File: src/sv/cfsc_pkg.sv
// Shared types, character codes and range checks for the cron field syntax checker.
package cfsc_pkg;

   localparam int CHAR_WIDTH  = 8;
   localparam int KIND_WIDTH  = 3;
   localparam int VALUE_WIDTH = 7;
   localparam int COUNT_WIDTH = 2;
   localparam int FLAG_WIDTH  = 6;
   localparam int DIGIT_WIDTH = 4;

   localparam logic [CHAR_WIDTH-1:0] CHAR_ZERO  = 8'h30;
   localparam logic [CHAR_WIDTH-1:0] CHAR_NINE  = 8'h39;
   localparam logic [CHAR_WIDTH-1:0] CHAR_STAR  = 8'h2a;
   localparam logic [CHAR_WIDTH-1:0] CHAR_DASH  = 8'h2d;
   localparam logic [CHAR_WIDTH-1:0] CHAR_SLASH = 8'h2f;
   localparam logic [CHAR_WIDTH-1:0] CHAR_COMMA = 8'h2c;

   localparam logic [KIND_WIDTH-1:0] KIND_MINUTE  = 3'd0;
   localparam logic [KIND_WIDTH-1:0] KIND_HOUR    = 3'd1;
   localparam logic [KIND_WIDTH-1:0] KIND_DAY     = 3'd2;
   localparam logic [KIND_WIDTH-1:0] KIND_MONTH   = 3'd3;
   localparam logic [KIND_WIDTH-1:0] KIND_WEEKDAY = 3'd4;

   localparam logic [FLAG_WIDTH-1:0] MASK_STAR  = 6'b000001;
   localparam logic [FLAG_WIDTH-1:0] MASK_NUM   = 6'b000010;
   localparam logic [FLAG_WIDTH-1:0] MASK_SLASH = 6'b000100;
   localparam logic [FLAG_WIDTH-1:0] MASK_DASH  = 6'b001000;
   localparam logic [FLAG_WIDTH-1:0] MASK_COMMA = 6'b010000;
   localparam logic [FLAG_WIDTH-1:0] MASK_RANGE = 6'b100000;

   typedef struct packed {
      logic [FLAG_WIDTH-1:0]  token_flags;
      logic [VALUE_WIDTH-1:0] current_value;
      logic [VALUE_WIDTH-1:0] previous_value;
      logic [COUNT_WIDTH-1:0] digit_count;
      logic                   error_seen;
      logic [KIND_WIDTH-1:0]  latched_kind;
      logic                   at_field_start;
   } cfsc_state_type;

   typedef struct packed {
      logic [CHAR_WIDTH-1:0] char_code;
      logic [KIND_WIDTH-1:0] field_kind;
      logic                  end_of_field;
   } cfsc_item_type;

   function automatic logic in_range(logic [KIND_WIDTH-1:0] kind,
                                     logic [VALUE_WIDTH-1:0] v);
      logic ok;
      case (kind)
         KIND_MINUTE:  ok = (v <= 7'd59);
         KIND_HOUR:    ok = (v <= 7'd23);
         KIND_DAY:     ok = (v >= 7'd1) && (v <= 7'd31);
         KIND_MONTH:   ok = (v >= 7'd1) && (v <= 7'd12);
         KIND_WEEKDAY: ok = (v <= 7'd6);
         default:      ok = 1'b0;
      endcase
      return ok;
   endfunction

   function automatic cfsc_state_type finish_number(cfsc_state_type s);
      cfsc_state_type r;
      r = s;
      r.digit_count = '0;
      if (((s.token_flags & MASK_DASH) != '0) && (s.previous_value > s.current_value))
         r.error_seen = 1'b1;
      if (!in_range(s.latched_kind, s.current_value))
         r.error_seen = 1'b1;
      r.token_flags    = s.token_flags & ~MASK_DASH;
      r.previous_value = s.current_value;
      return r;
   endfunction

endpackage

File: src/sv/cfsc_step.sv
// Per-character next-state and verdict logic of the cron field syntax checker.
module cfsc_step (
   input  cfsc_pkg::cfsc_state_type state_i,
   input  cfsc_pkg::cfsc_item_type  item_i,
   output cfsc_pkg::cfsc_state_type state_o,
   output logic                     field_valid_o
);

   cfsc_pkg::cfsc_state_type s;
   logic [cfsc_pkg::CHAR_WIDTH-1:0]  char_off;
   logic [cfsc_pkg::DIGIT_WIDTH-1:0] digit;
   logic [cfsc_pkg::FLAG_WIDTH-1:0]  f;
   logic                             is_digit;
   logic                             op_bad;

   assign char_off = item_i.char_code - cfsc_pkg::CHAR_ZERO;
   assign digit    = char_off[cfsc_pkg::DIGIT_WIDTH-1:0];
   assign is_digit = (item_i.char_code >= cfsc_pkg::CHAR_ZERO) &&
                     (item_i.char_code <= cfsc_pkg::CHAR_NINE);

   always_comb begin
      s      = state_i;
      f      = '0;
      op_bad = 1'b0;
      if (s.at_field_start) begin
         s.token_flags    = '0;
         s.current_value  = '0;
         s.previous_value = '0;
         s.digit_count    = '0;
         s.error_seen     = 1'b0;
         s.latched_kind   = item_i.field_kind;
         s.at_field_start = 1'b0;
      end
      if (!s.error_seen) begin
         if (is_digit) begin
            if (s.digit_count == 2'd0) begin
               if ((s.token_flags & (cfsc_pkg::MASK_STAR | cfsc_pkg::MASK_NUM)) != '0) begin
                  s.error_seen = 1'b1;
               end else begin
                  s.token_flags   = (s.token_flags | cfsc_pkg::MASK_NUM) &
                                    ~(cfsc_pkg::MASK_SLASH | cfsc_pkg::MASK_COMMA);
                  s.current_value = {3'b000, digit};
                  s.digit_count   = 2'd1;
               end
            end else if (s.digit_count == 2'd1) begin
               if (s.current_value == '0) begin
                  s.error_seen = 1'b1;
               end else begin
                  s.current_value = (s.current_value << 3) + (s.current_value << 1) +
                                    {3'b000, digit};
                  s.digit_count   = 2'd2;
               end
            end else begin
               s.error_seen = 1'b1;
            end
         end else begin
            if (s.digit_count != 2'd0)
               s = cfsc_pkg::finish_number(s);
            if (!s.error_seen) begin
               f = s.token_flags;
               case (item_i.char_code)
                  cfsc_pkg::CHAR_STAR: begin
                     op_bad = (f & (cfsc_pkg::MASK_STAR | cfsc_pkg::MASK_NUM |
                                    cfsc_pkg::MASK_SLASH | cfsc_pkg::MASK_DASH)) != '0;
                     f = (f & ~cfsc_pkg::MASK_COMMA) | cfsc_pkg::MASK_STAR |
                         cfsc_pkg::MASK_RANGE;
                  end
                  cfsc_pkg::CHAR_DASH: begin
                     op_bad = ((f & (cfsc_pkg::MASK_RANGE | cfsc_pkg::MASK_STAR |
                                     cfsc_pkg::MASK_SLASH | cfsc_pkg::MASK_DASH |
                                     cfsc_pkg::MASK_COMMA)) != '0) ||
                              ((f & cfsc_pkg::MASK_NUM) == '0);
                     f = (f & ~cfsc_pkg::MASK_NUM) | cfsc_pkg::MASK_DASH |
                         cfsc_pkg::MASK_RANGE;
                  end
                  cfsc_pkg::CHAR_SLASH: begin
                     op_bad = (f & cfsc_pkg::MASK_RANGE) == '0;
                     f = (f & ~(cfsc_pkg::MASK_STAR | cfsc_pkg::MASK_NUM |
                                cfsc_pkg::MASK_RANGE)) | cfsc_pkg::MASK_SLASH;
                  end
                  cfsc_pkg::CHAR_COMMA: begin
                     op_bad = (f & (cfsc_pkg::MASK_SLASH | cfsc_pkg::MASK_COMMA |
                                    cfsc_pkg::MASK_DASH)) != '0;
                     f = (f & ~(cfsc_pkg::MASK_RANGE | cfsc_pkg::MASK_STAR |
                                cfsc_pkg::MASK_NUM)) | cfsc_pkg::MASK_COMMA;
                     if (!op_bad)
                        s.previous_value = '0;
                  end
                  default: begin
                     op_bad = 1'b1;
                  end
               endcase
               if (op_bad)
                  s.error_seen = 1'b1;
               else
                  s.token_flags = f;
            end
         end
      end
      if (item_i.end_of_field) begin
         if (!s.error_seen && (s.digit_count != 2'd0))
            s = cfsc_pkg::finish_number(s);
         s.at_field_start = 1'b1;
      end
      field_valid_o = !s.error_seen;
      state_o       = s;
   end

endmodule

File: src/sv/cron_field_syntax_checker_unit.sv
// Top level of the cron field syntax checker: input register, field state and result register.
//
//   channel  direction  transaction content
//   req_     in         tdata[7:0] char_code, tuser[2:0] field_kind, tlast end_of_field
//   rsp_     out        tdata[0] field_valid, one per field on its last character
//
// One character per cycle, but a field's last character waits while a verdict stalls on rsp_.
// A character is checked in the cycle after it is taken; the verdict is registered for rsp_.
// The per-character loop is the field state register fed back through the step logic.
// Reset clears the valid flags and the field state; the next character starts a field.
// While a verdict stalls on rsp_, characters without tlast keep being checked.
module cron_field_syntax_checker_unit (
   input  logic       clock,
   input  logic       reset,
   input  logic       req_tvalid,
   output logic       req_tready,
   input  logic [7:0] req_tdata,   // [7:0] char_code
   input  logic [2:0] req_tuser,   // [2:0] field_kind
   input  logic       req_tlast,   // end_of_field
   output logic       rsp_tvalid,
   input  logic       rsp_tready,
   output logic [7:0] rsp_tdata    // [0] field_valid, [7:1] zero
);

   logic                     in_valid_ff;
   cfsc_pkg::cfsc_item_type  in_item_ff;
   cfsc_pkg::cfsc_item_type  in_item_in;
   cfsc_pkg::cfsc_state_type state_ff;
   cfsc_pkg::cfsc_state_type state_in;
   logic                     out_valid_ff;
   logic                     out_field_valid_ff;
   logic                     step_field_valid;
   logic                     advance;
   logic                     out_free;

   assign out_free   = !out_valid_ff || rsp_tready;
   assign advance    = in_valid_ff && (!in_item_ff.end_of_field || out_free);
   assign req_tready = !in_valid_ff || advance;

   assign in_item_in.char_code    = req_tdata;
   assign in_item_in.field_kind   = req_tuser;
   assign in_item_in.end_of_field = req_tlast;

   cfsc_step u_step (
      .state_i       (state_ff),
      .item_i        (in_item_ff),
      .state_o       (state_in),
      .field_valid_o (step_field_valid)
   );

   always_ff @(posedge clock) begin
      if (reset) begin
         in_valid_ff <= 1'b0;
      end else if (req_tready) begin
         in_valid_ff <= req_tvalid;
      end
   end

   always_ff @(posedge clock) begin
      if (req_tready && req_tvalid)
         in_item_ff <= in_item_in;
   end

   always_ff @(posedge clock) begin
      if (reset) begin
         state_ff <= '{at_field_start: 1'b1, default: '0};
      end else if (advance) begin
         state_ff <= state_in;
      end
   end

   always_ff @(posedge clock) begin
      if (reset) begin
         out_valid_ff <= 1'b0;
      end else if (advance && in_item_ff.end_of_field) begin
         out_valid_ff <= 1'b1;
      end else if (rsp_tready) begin
         out_valid_ff <= 1'b0;
      end
   end

   always_ff @(posedge clock) begin
      if (advance && in_item_ff.end_of_field)
         out_field_valid_ff <= step_field_valid;
   end

   assign rsp_tvalid = out_valid_ff;
   assign rsp_tdata  = {7'b0000000, out_field_valid_ff};

endmodule

File: config.mk
export PLATFORM = sky130hd
export DESIGN_NAME = cron_field_syntax_checker_unit
export DESIGN_NICKNAME = d
export VERILOG_FILES = /design/src/sv/cfsc_pkg.sv /design/src/sv/cfsc_step.sv /design/src/sv/cron_field_syntax_checker_unit.sv
export SDC_FILE = /design/constraint.sdc
export NUM_CORES = 1
export LEC_CHECK = 0
export ABC_CLOCK_PERIOD_IN_PS = 6600
export BUFFER_PORTS_ARGS = -buffer_cell sky130_fd_sc_hd__buf_2
export CAP_MARGIN = 20
export CORE_MARGIN = 2
export CORE_UTILIZATION = 62
export CTS_CLUSTER_DIAMETER = 40
export CTS_CLUSTER_SIZE = 14
export DETAILED_ROUTE_END_ITERATION = 12
export PLACE_DENSITY = 0.81
export SYNTH_ARGS = -nofsm -noshare
export SYNTH_HDL_FRONTEND = slang
export SYNTH_HIERARCHICAL = 1
export SYNTH_SLANG_ARGS = --single-unit
File: constraint.sdc
create_clock -name clock -period 6.6 [get_ports clock]
set_input_delay 1.32 -clock clock [delete_from_list [all_inputs] [get_ports clock]]
set_output_delay 1.32 -clock clock [all_outputs]
set_load 0.02 [all_outputs]
==> results of run 1 <==
-- worst max-delay path by stage --
stage / endpoint / cells past startpoint / start / slack [ps]
after global placement: state_ff[4]$_SDFFE_PP0P_ / 21 / state_ff[0]$_SDFFE_PP1P_ / 1590
final: state_ff[4]$_SDFFE_PP0P_ / 21 / state_ff[0]$_SDFFE_PP1P_ / 1370
after CTS: state_ff[4]$_SDFFE_PP0P_ / 21 / state_ff[0]$_SDFFE_PP1P_ / 1440
after floorplan: state_ff[4]$_SDFFE_PP0P_ / 24 / state_ff[0]$_SDFFE_PP1P_ / 1730
after detailed placement: state_ff[4]$_SDFFE_PP0P_ / 21 / state_ff[0]$_SDFFE_PP1P_ / 1480
after global routing: state_ff[4]$_SDFFE_PP0P_ / 21 / state_ff[0]$_SDFFE_PP1P_ / 1110
-- cell families after synthesis --
| family | count (synthesis) | synth area share [%] |
|---|---|---|
| simple gates | 161 | 25.3 |
| compound gates | 114 | 23.0 |
| buf+inv | 56 | 8.57 |
| flops | 42 | 25.0 |
| mux | 39 | 10.4 |
| fa+ha+maj | 15 | 4.99 |
| xor+xnor | 12 | 2.71 |
| other cells | 1 | 0.0965 |
-- state kept, by name, indices dropped and copies added, names as in the netlist --
name                cells
in_valid_ff             1
in_item_ff             12
rsp_tvalid              1
out_field_valid_ff      1
state_ff               27
-- power groups by stage --
stage	registers (uW)	logic (uW)	clock network, uW
after floorplan	285	65.0	0
after global placement	291	67.1	0
after detailed placement	291	68.9	0
after CTS	285	69.3	174
after global routing	287	75.8	189
final	285	70.5	171
-- metal layers --
layer  GRT usage, %  vias to the layer above  part of all wire [%]
li1               -                     1599                     -
met1           41.0                     1639                    46
met2           46.8                      170                    47
met3           4.47                       14                   6.5
met4           6.71                        0                   1.0
met5              0                        -                     0
-- through the flow --
step	setup slack (ps)	cell area (sq um)
final	1370	3950
after floorplan	1730	3910
after global placement	1590	3870
after detailed placement	1480	3870
after CTS	1440	3950
after global routing	1110	3950
-- layout by cell type (no fill, tap or decap), drive strengths merged, types with 4 or more instances in the layout --
cell / count
a2111oi: 4
a21boi: 4
a21oi: 22
a31oi: 11
a32oi: 4
and2: 5
buf: 21
clkbuf: 6
conb: 7
dfxtp: 29
edfxtp: 13
ha: 13
inv: 21
mux2: 11
mux2i: 28
nand2: 20
nand2b: 56
nand3: 9
nor2: 23
nor2b: 15
nor3: 6
nor4: 5
o211ai: 6
o21a: 4
o21ai: 20
o31ai: 5
xnor2: 9
-- worst reg2reg max path, cell delays in order, from the launching register on --
cell and delay, ps:
dfxtp_1 1010, inv_2 330, nand2_1 140, ha_1 250, and2_1 160, a31oi_1 190, a211oi_1 90, o211ai_1 280
a21oi_1 110, o21a_1 260, a32o_1 300, ha_1 300, nor2b_1 140, o21a_1 160, o21a_1 160, o21ai_0 140
nand2b_1 90, maj3_2 300, a21o_1 200, a311o_1 350, nand2b_1 70, mux2i_1 60
-- area by class of cell --
cell class	count	area, sq um
Clock buffer	6	72.6
Clock inverter	2	13.8
Fill cell	520	2040
Inverter	21	78.8
Multi-Input combinational cell	348	2610
Sequential cell	42	971
Tap cell	75	93.8
Timing Repair Buffer	21	113
==> results.md, run 1 <==
- Post-CTS setup buffer count: 0
- Outcome: finished clean
- Crit path cell chain: inv_2 -> nand2_1 -> ha_1 -> and2_1 -> a31oi_1 -> a211oi_1 -> o211ai_1 -> a21oi_1 -> o21a_1 -> a32o_1 -> ha_1 -> nor2b_1 -> o21a_1 -> o21a_1 -> o21ai_0 -> nand2b_1 -> maj3_2 -> a21o_1 -> a311o_1 -> nand2b_1 -> mux2i_1
- Fin. Hold Viols: 0
- Worst Setup End Kind: register
- Fraction of layout instances using a drive strength above 1: 15.0%
- Area leader, netlist: dfxtp_1
- Max Fclk: 191 MHz
- Slowest-stage cell, CP: dfxtp_1
- # rows: 28
- Dominant synthesized flop cell: dfxtp_1
- Peak supply drop: 95.5 uV
- Synth top area cells: dfxtp_1, edfxtp_1, nand2b_1
- Global route total overflow: 0
- # Max-Cap Violations: 0
- Reg2reg path depth: 21
- Buf/Inv on CP: 1
- Fin Clk Skew: 7.26 ps
- Most numerous cell in the Yosys netlist: nand2b_1
- PortBufs: 18
- Avg Cell Area, Syn: 8.83 sq um
- Setup violators final: 0
- Net Sw Frac: 28.2%
- Hold depth: 2
- CTS-repair resized insts: 0
- Post-synth top cells: nand2b_1, dfxtp_1, mux2i_1
- Iteration-0 DRC Markers: 386
- Worst EP arrival: 5400 ps
- Slew @ Worst Pin: 1040 ps
- Setup TNS: 0 ps
- Post-synth EDFFs: 13
- Starting density of the core: 64.8%
- HPWL after detailed placement: 7.36 mm
- Largest net degree at the start of global routing: 57
- Cell Pwr Density: 133 mW/mm^2
- Vias in the first global route: 3,204
- Net Switching: 148 uW
- Clk pwr share: 32.4%
- Total Wirelength: 9.96 mm
- Post-synthesis sequential area ratio: 25.0%
- Register bit total from synthesis: 42
- WHS Endpoint: state_ff[10]$_SDFFE_PP0P_
- Hold crit path type: register to register
- Clock Sinks: 42
- Post-Layout Cell Count: 515
- Reg2Reg Setup Slack: 1370 ps
- WL/cell: 19.3 um
- Reg2Reg Capture Point: state_ff[4]$_SDFFE_PP0P_
- Core Area: 0.00599 sq mm
- Detail Route Antenna Nets: 0
- DRC violations left: 0
- P&R area growth vs syn: 1.77%
- Diodes inserted: 0
- Worst skew pair latency: 300 ps
- Sequential Power Share: 54.2%
- CP Launch Type: register
- Nets: 469
- CTS tree: built
- Die H: 83.2 um
- CTS max path bufs: 2
- Worst hold slack: 489 ps
- Synth Warn #: 6
- Count of hold-fix buffers inserted at cts: 0
- Leak: 0.00137 uW
- Fraction of registers with async set/reset: 0%
- Final Util: 66.0%
- Share of the synthesized area in the top cell type: 14.9%
- Via count: 3,422
- GP Congestion: 1.01
- Initial antenna violation count: 0
- Mapped Area: 0.00388 sq mm
- Critical Path RT: 6770 ps
- First-pass GRT wire length: 16.4 mm
- TritonRoute pass-1 iters: 8
- Die Footprint: 0.00692 sq mm
- RR Startpoint: state_ff[0]$_SDFFE_PP1P_
- Min Tclk post-route: 5230 ps
- Worst path max stage delay: 1010 ps
- RSZ-0062 raised after global routing: false
- Crit Path Class: register to register
- Tot Pwr: 526 uW
- IO Count: 26
- Placed insts: 507
- Worst path top cell family by delay: compound AO/OA/AOI/OAI gates
- Cts bufs inserted: 5
- GRT Util Overall: 29.1%
- Worst rel slew slack: 30.8%
- Worst hold start: state_ff[10]$_SDFFE_PP0P_
- Reg clk slew, reported paths: 80 ps
- Pins over their slew limit: 0
- P_int: 378 uW
- Number of distinct library cells after synthesis: 83
- Syn Inst Count: 440
- H-tree levels: 2
- CP max FO: 29
- Crit share post-route: 79.2%
- Vias/cell: 6.64
- Clock root buffer: clkbuf_8
- Die W: 83.2 um
- Comb power frac: 13.4%
- Crit-path most repeated cell: o21a_1
Power figures use the tool's default switching activity.
==> inputs of run 2 (changes only) <==
ABC_CLOCK_PERIOD_IN_PS = 4950   (was 6600)
clock period = 4.95 ns   (was 6.6 ns; I/O delays follow)
==> run 2 against run 1 <==
Sequential share of layout area fell by 0.41 points; clock power grew 39%; highest routed layer unchanged; utilization up 1.1 points; final cell count increased by 1.6%; critical endpoint unchanged; sequential cell count stayed put; power increased by 35%.
==> results.md, run 2 (synthesis gave the netlist of run 1 again) <==
- HPWL after detailed placement: 7.49 mm (was 7.36 mm)
- Global route total overflow: 0 (unchanged)
- Launch point of the worst path: state_ff[0]$_SDFFE_PP1P_ (unchanged)
- Min Tclk post-route: 4580 ps (was 5230 ps)
- Most frequent cells in the layout: nand2b_1, dfxtp_1, mux2i_1, nor2_1, a21oi_1 (unchanged)
- Worst Setup End Kind: register (unchanged)
- # Max-Cap Violations: 0 (unchanged)
- Worst skew pair latency: 300 ps (about the same)
- Clock Sinks: 42 (unchanged)
- Via count: 3,486 (was 3,422)
- Post-Place Setup Slack: 424 ps (was 1480 ps)
- Crit share post-route: 92.6% (was 79.2%)
- CTS max path bufs: 2 (unchanged)
- Starting density of the core: 64.8% (unchanged)
- H-tree levels: 2 (unchanged)
- PortBufs: 18 (unchanged)
- Setup violators final: 0 (unchanged)
- TritonRoute pass-1 iters: 5 (was 8)
- Clock root buffer: clkbuf_8 (unchanged)
- Detail Route Antenna Nets: 0 (unchanged)
- # rows: 28 (unchanged)
- Register with the most flip-flops: state_ff (unchanged)
- Largest net degree at the start of global routing: 57 (unchanged)
- First-pass GRT wire length: 16.1 mm (was 16.4 mm)
- Register area: 971 sq um (unchanged)
- Critical Path RT: 5140 ps (was 6770 ps)
- WHS Endpoint: state_ff[10]$_SDFFE_PP0P_ (unchanged)
- Hold depth: 2 (unchanged)
- Slew @ Worst Pin: 764 ps (was 1040 ps)
- Worst Slack Setup Final: 367 ps (was 1370 ps)
- Setup TNS: 0 ps (unchanged)
- Hold crit path type: register to register (unchanged)
- DRC violations left: 0 (unchanged)
- Max Fclk: 218 MHz (was 191 MHz)
- Reg2reg path depth: 19 (was 21)
- RR Startpoint: state_ff[0]$_SDFFE_PP1P_ (unchanged)
- Cell Pwr Density: 177 mW/mm^2 (was 133 mW/mm^2)
- Nets: 477 (was 469)
- P&R area growth vs syn: 3.48% (was 1.77%)
- Filler cell count: 524 (was 520)
- Reg2Reg Capture Point: state_ff[4]$_SDFFE_PP0P_ (unchanged)
- Most common cell after layout, fill and taps aside: nand2b_1 (unchanged)
- Fraction of layout instances using a drive strength above 1: 16.7% (was 15.0%)
- Worst EP arrival: 4770 ps (was 5400 ps)
- Worst hold start: state_ff[10]$_SDFFE_PP0P_ (unchanged)
- WL/cell: 19.0 um (was 19.3 um)
- Outcome: finished clean (unchanged)
- Pins over their slew limit: 0 (unchanged)
- GP Congestion: 1.03 (was 1.01)
- Core Area: 0.00599 sq mm (unchanged)
- Count of hold-fix buffers inserted at cts: 0 (unchanged)
- CP max FO: 27 (was 29)
- Reg2Reg Setup Slack: 370 ps (was 1370 ps)
- Crit Path Class: register to register (unchanged)
- Crit path cell chain: buf_4 -> mux2_2 -> or3_1 -> a21oi_1 -> a2111o_2 -> a21oi_1 -> o21a_1 -> a32o_1 -> ha_1 -> nor2b_1 -> o21a_1 -> o21a_1 -> o21ai_0 -> nand2b_1 -> maj3_2 -> a21o_1 -> a311o_1 -> nand2b_1 -> mux2i_1 (was inv_2 -> nand2_1 -> ha_1 -> and2_1 -> a31oi_1 -> a211oi_1 -> o211ai_1 -> a21oi_1 -> o21a_1 -> a32o_1 -> ha_1 -> nor2b_1 -> o21a_1 -> o21a_1 -> o21ai_0 -> nand2b_1 -> maj3_2 -> a21o_1 -> a311o_1 -> nand2b_1 -> mux2i_1)
- GRT Util Overall: 28.7% (was 29.1%)
- Die H: 83.2 um (unchanged)
- Max reg flops: 27 (unchanged)
- Fin Clk Skew: 10.2 ps (was 7.26 ps)
- Cts bufs inserted: 5 (unchanged)
- CTS tree: built (unchanged)
- Slowest-stage cell, CP: dfxtp_1 (unchanged)
- CTS-repair resized insts: 0 (unchanged)
- RSZ-0062 raised after global routing: false (unchanged)
- Vias in the first global route: 3,149 (was 3,204)
- Post-CTS setup buffer count: 0 (unchanged)
- Largest regs: state_ff (27), in_item_ff (12) (unchanged)
- Die Footprint: 0.00692 sq mm (unchanged)
- Crit-path most repeated cell: o21a_1 (unchanged)
- Iteration-0 DRC Markers: 398 (was 386)
- CP Launch Type: register (unchanged)
- Die W: 83.2 um (unchanged)
- Fin. Hold Viols: 0 (unchanged)
- Vias/cell: 6.67 (was 6.64)
- Diodes inserted: 0 (unchanged)
- Total Wirelength: 9.94 mm (was 9.96 mm)
- Worst path max stage delay: 440 ps (was 1010 ps)
- IO Count: 26 (unchanged)
- Worst rel slew slack: 48.6% (was 30.8%)
- Peak supply drop: 140 uV (was 95.5 uV)
- Leak: 0.00142 uW (was 0.00137 uW)
- Multi-input gate area: 0.00261 sq mm (unchanged)
- Reg clk slew, reported paths: 90 ps (was 80 ps)
- Initial antenna violation count: 0 (unchanged)
## run 2: worst max path at each step
stage | end | depth (start not counted) | slack (ps)
detailed placement | state_ff[4]$_SDFFE_PP0P_ | 19 | 420
finish | state_ff[4]$_SDFFE_PP0P_ | 19 | 370
floorplan | state_ff[4]$_SDFFE_PP0P_ | 24 | 80
global placement | state_ff[4]$_SDFFE_PP0P_ | 19 | 590
global route | state_ff[4]$_SDFFE_PP0P_ | 19 | 210
CTS | state_ff[4]$_SDFFE_PP0P_ | 19 | 410
## run 2: per-stage QoR
step	power (uW)	util, %	hold slack, ps	cells	area [sq um]
finish	713	67.1	493	523	4020
global route	740	67.1	535	523	4020
CTS	718	67.1	493	523	4020
detailed placement	481	65.6	479	515	3930
global placement	478	65.6	472	515	3930
floorplan	466	-	444	446	3910
## run 2: per-layer routing
metal	vias to the layer above	wire [um]	global-route usage [%]
met5	-	0	0
met3	20	841	4.57
li1	1606	-	-
met1	1654	4390	40.7
met2	206	4530	45.9
met4	0	171	7.00
## run 2: area by class of cell
cell class                      count  share of cell area (%)
Multi-Input combinational cell    348                    65.0
Sequential cell                    42                    24.2
Timing Repair Buffer               29                    4.30
Tap cell                           75                    2.33
Inverter                           21                    1.96
Clock buffer                        5                    1.71
Clock inverter                      3                   0.591
## run 2: power breakdown
part           switching [uW]  internal (uW)
Clock                     135            102
Sequential               12.6            365
Combinational            57.3           40.7
## run 2: worst max-delay path: cells and delay by family, from the launching register on
| family | cells | cell delay, ps |
|---|---|---|
| AOI/OAI and AO/OA | 10 | 1980 |
| DFF | 1 | 440 |
| adders and majority gates | 2 | 600 |
| buffers and inverters | 1 | 330 |
| muxes | 2 | 500 |
| and+or+nand+nor | 4 | 610 |
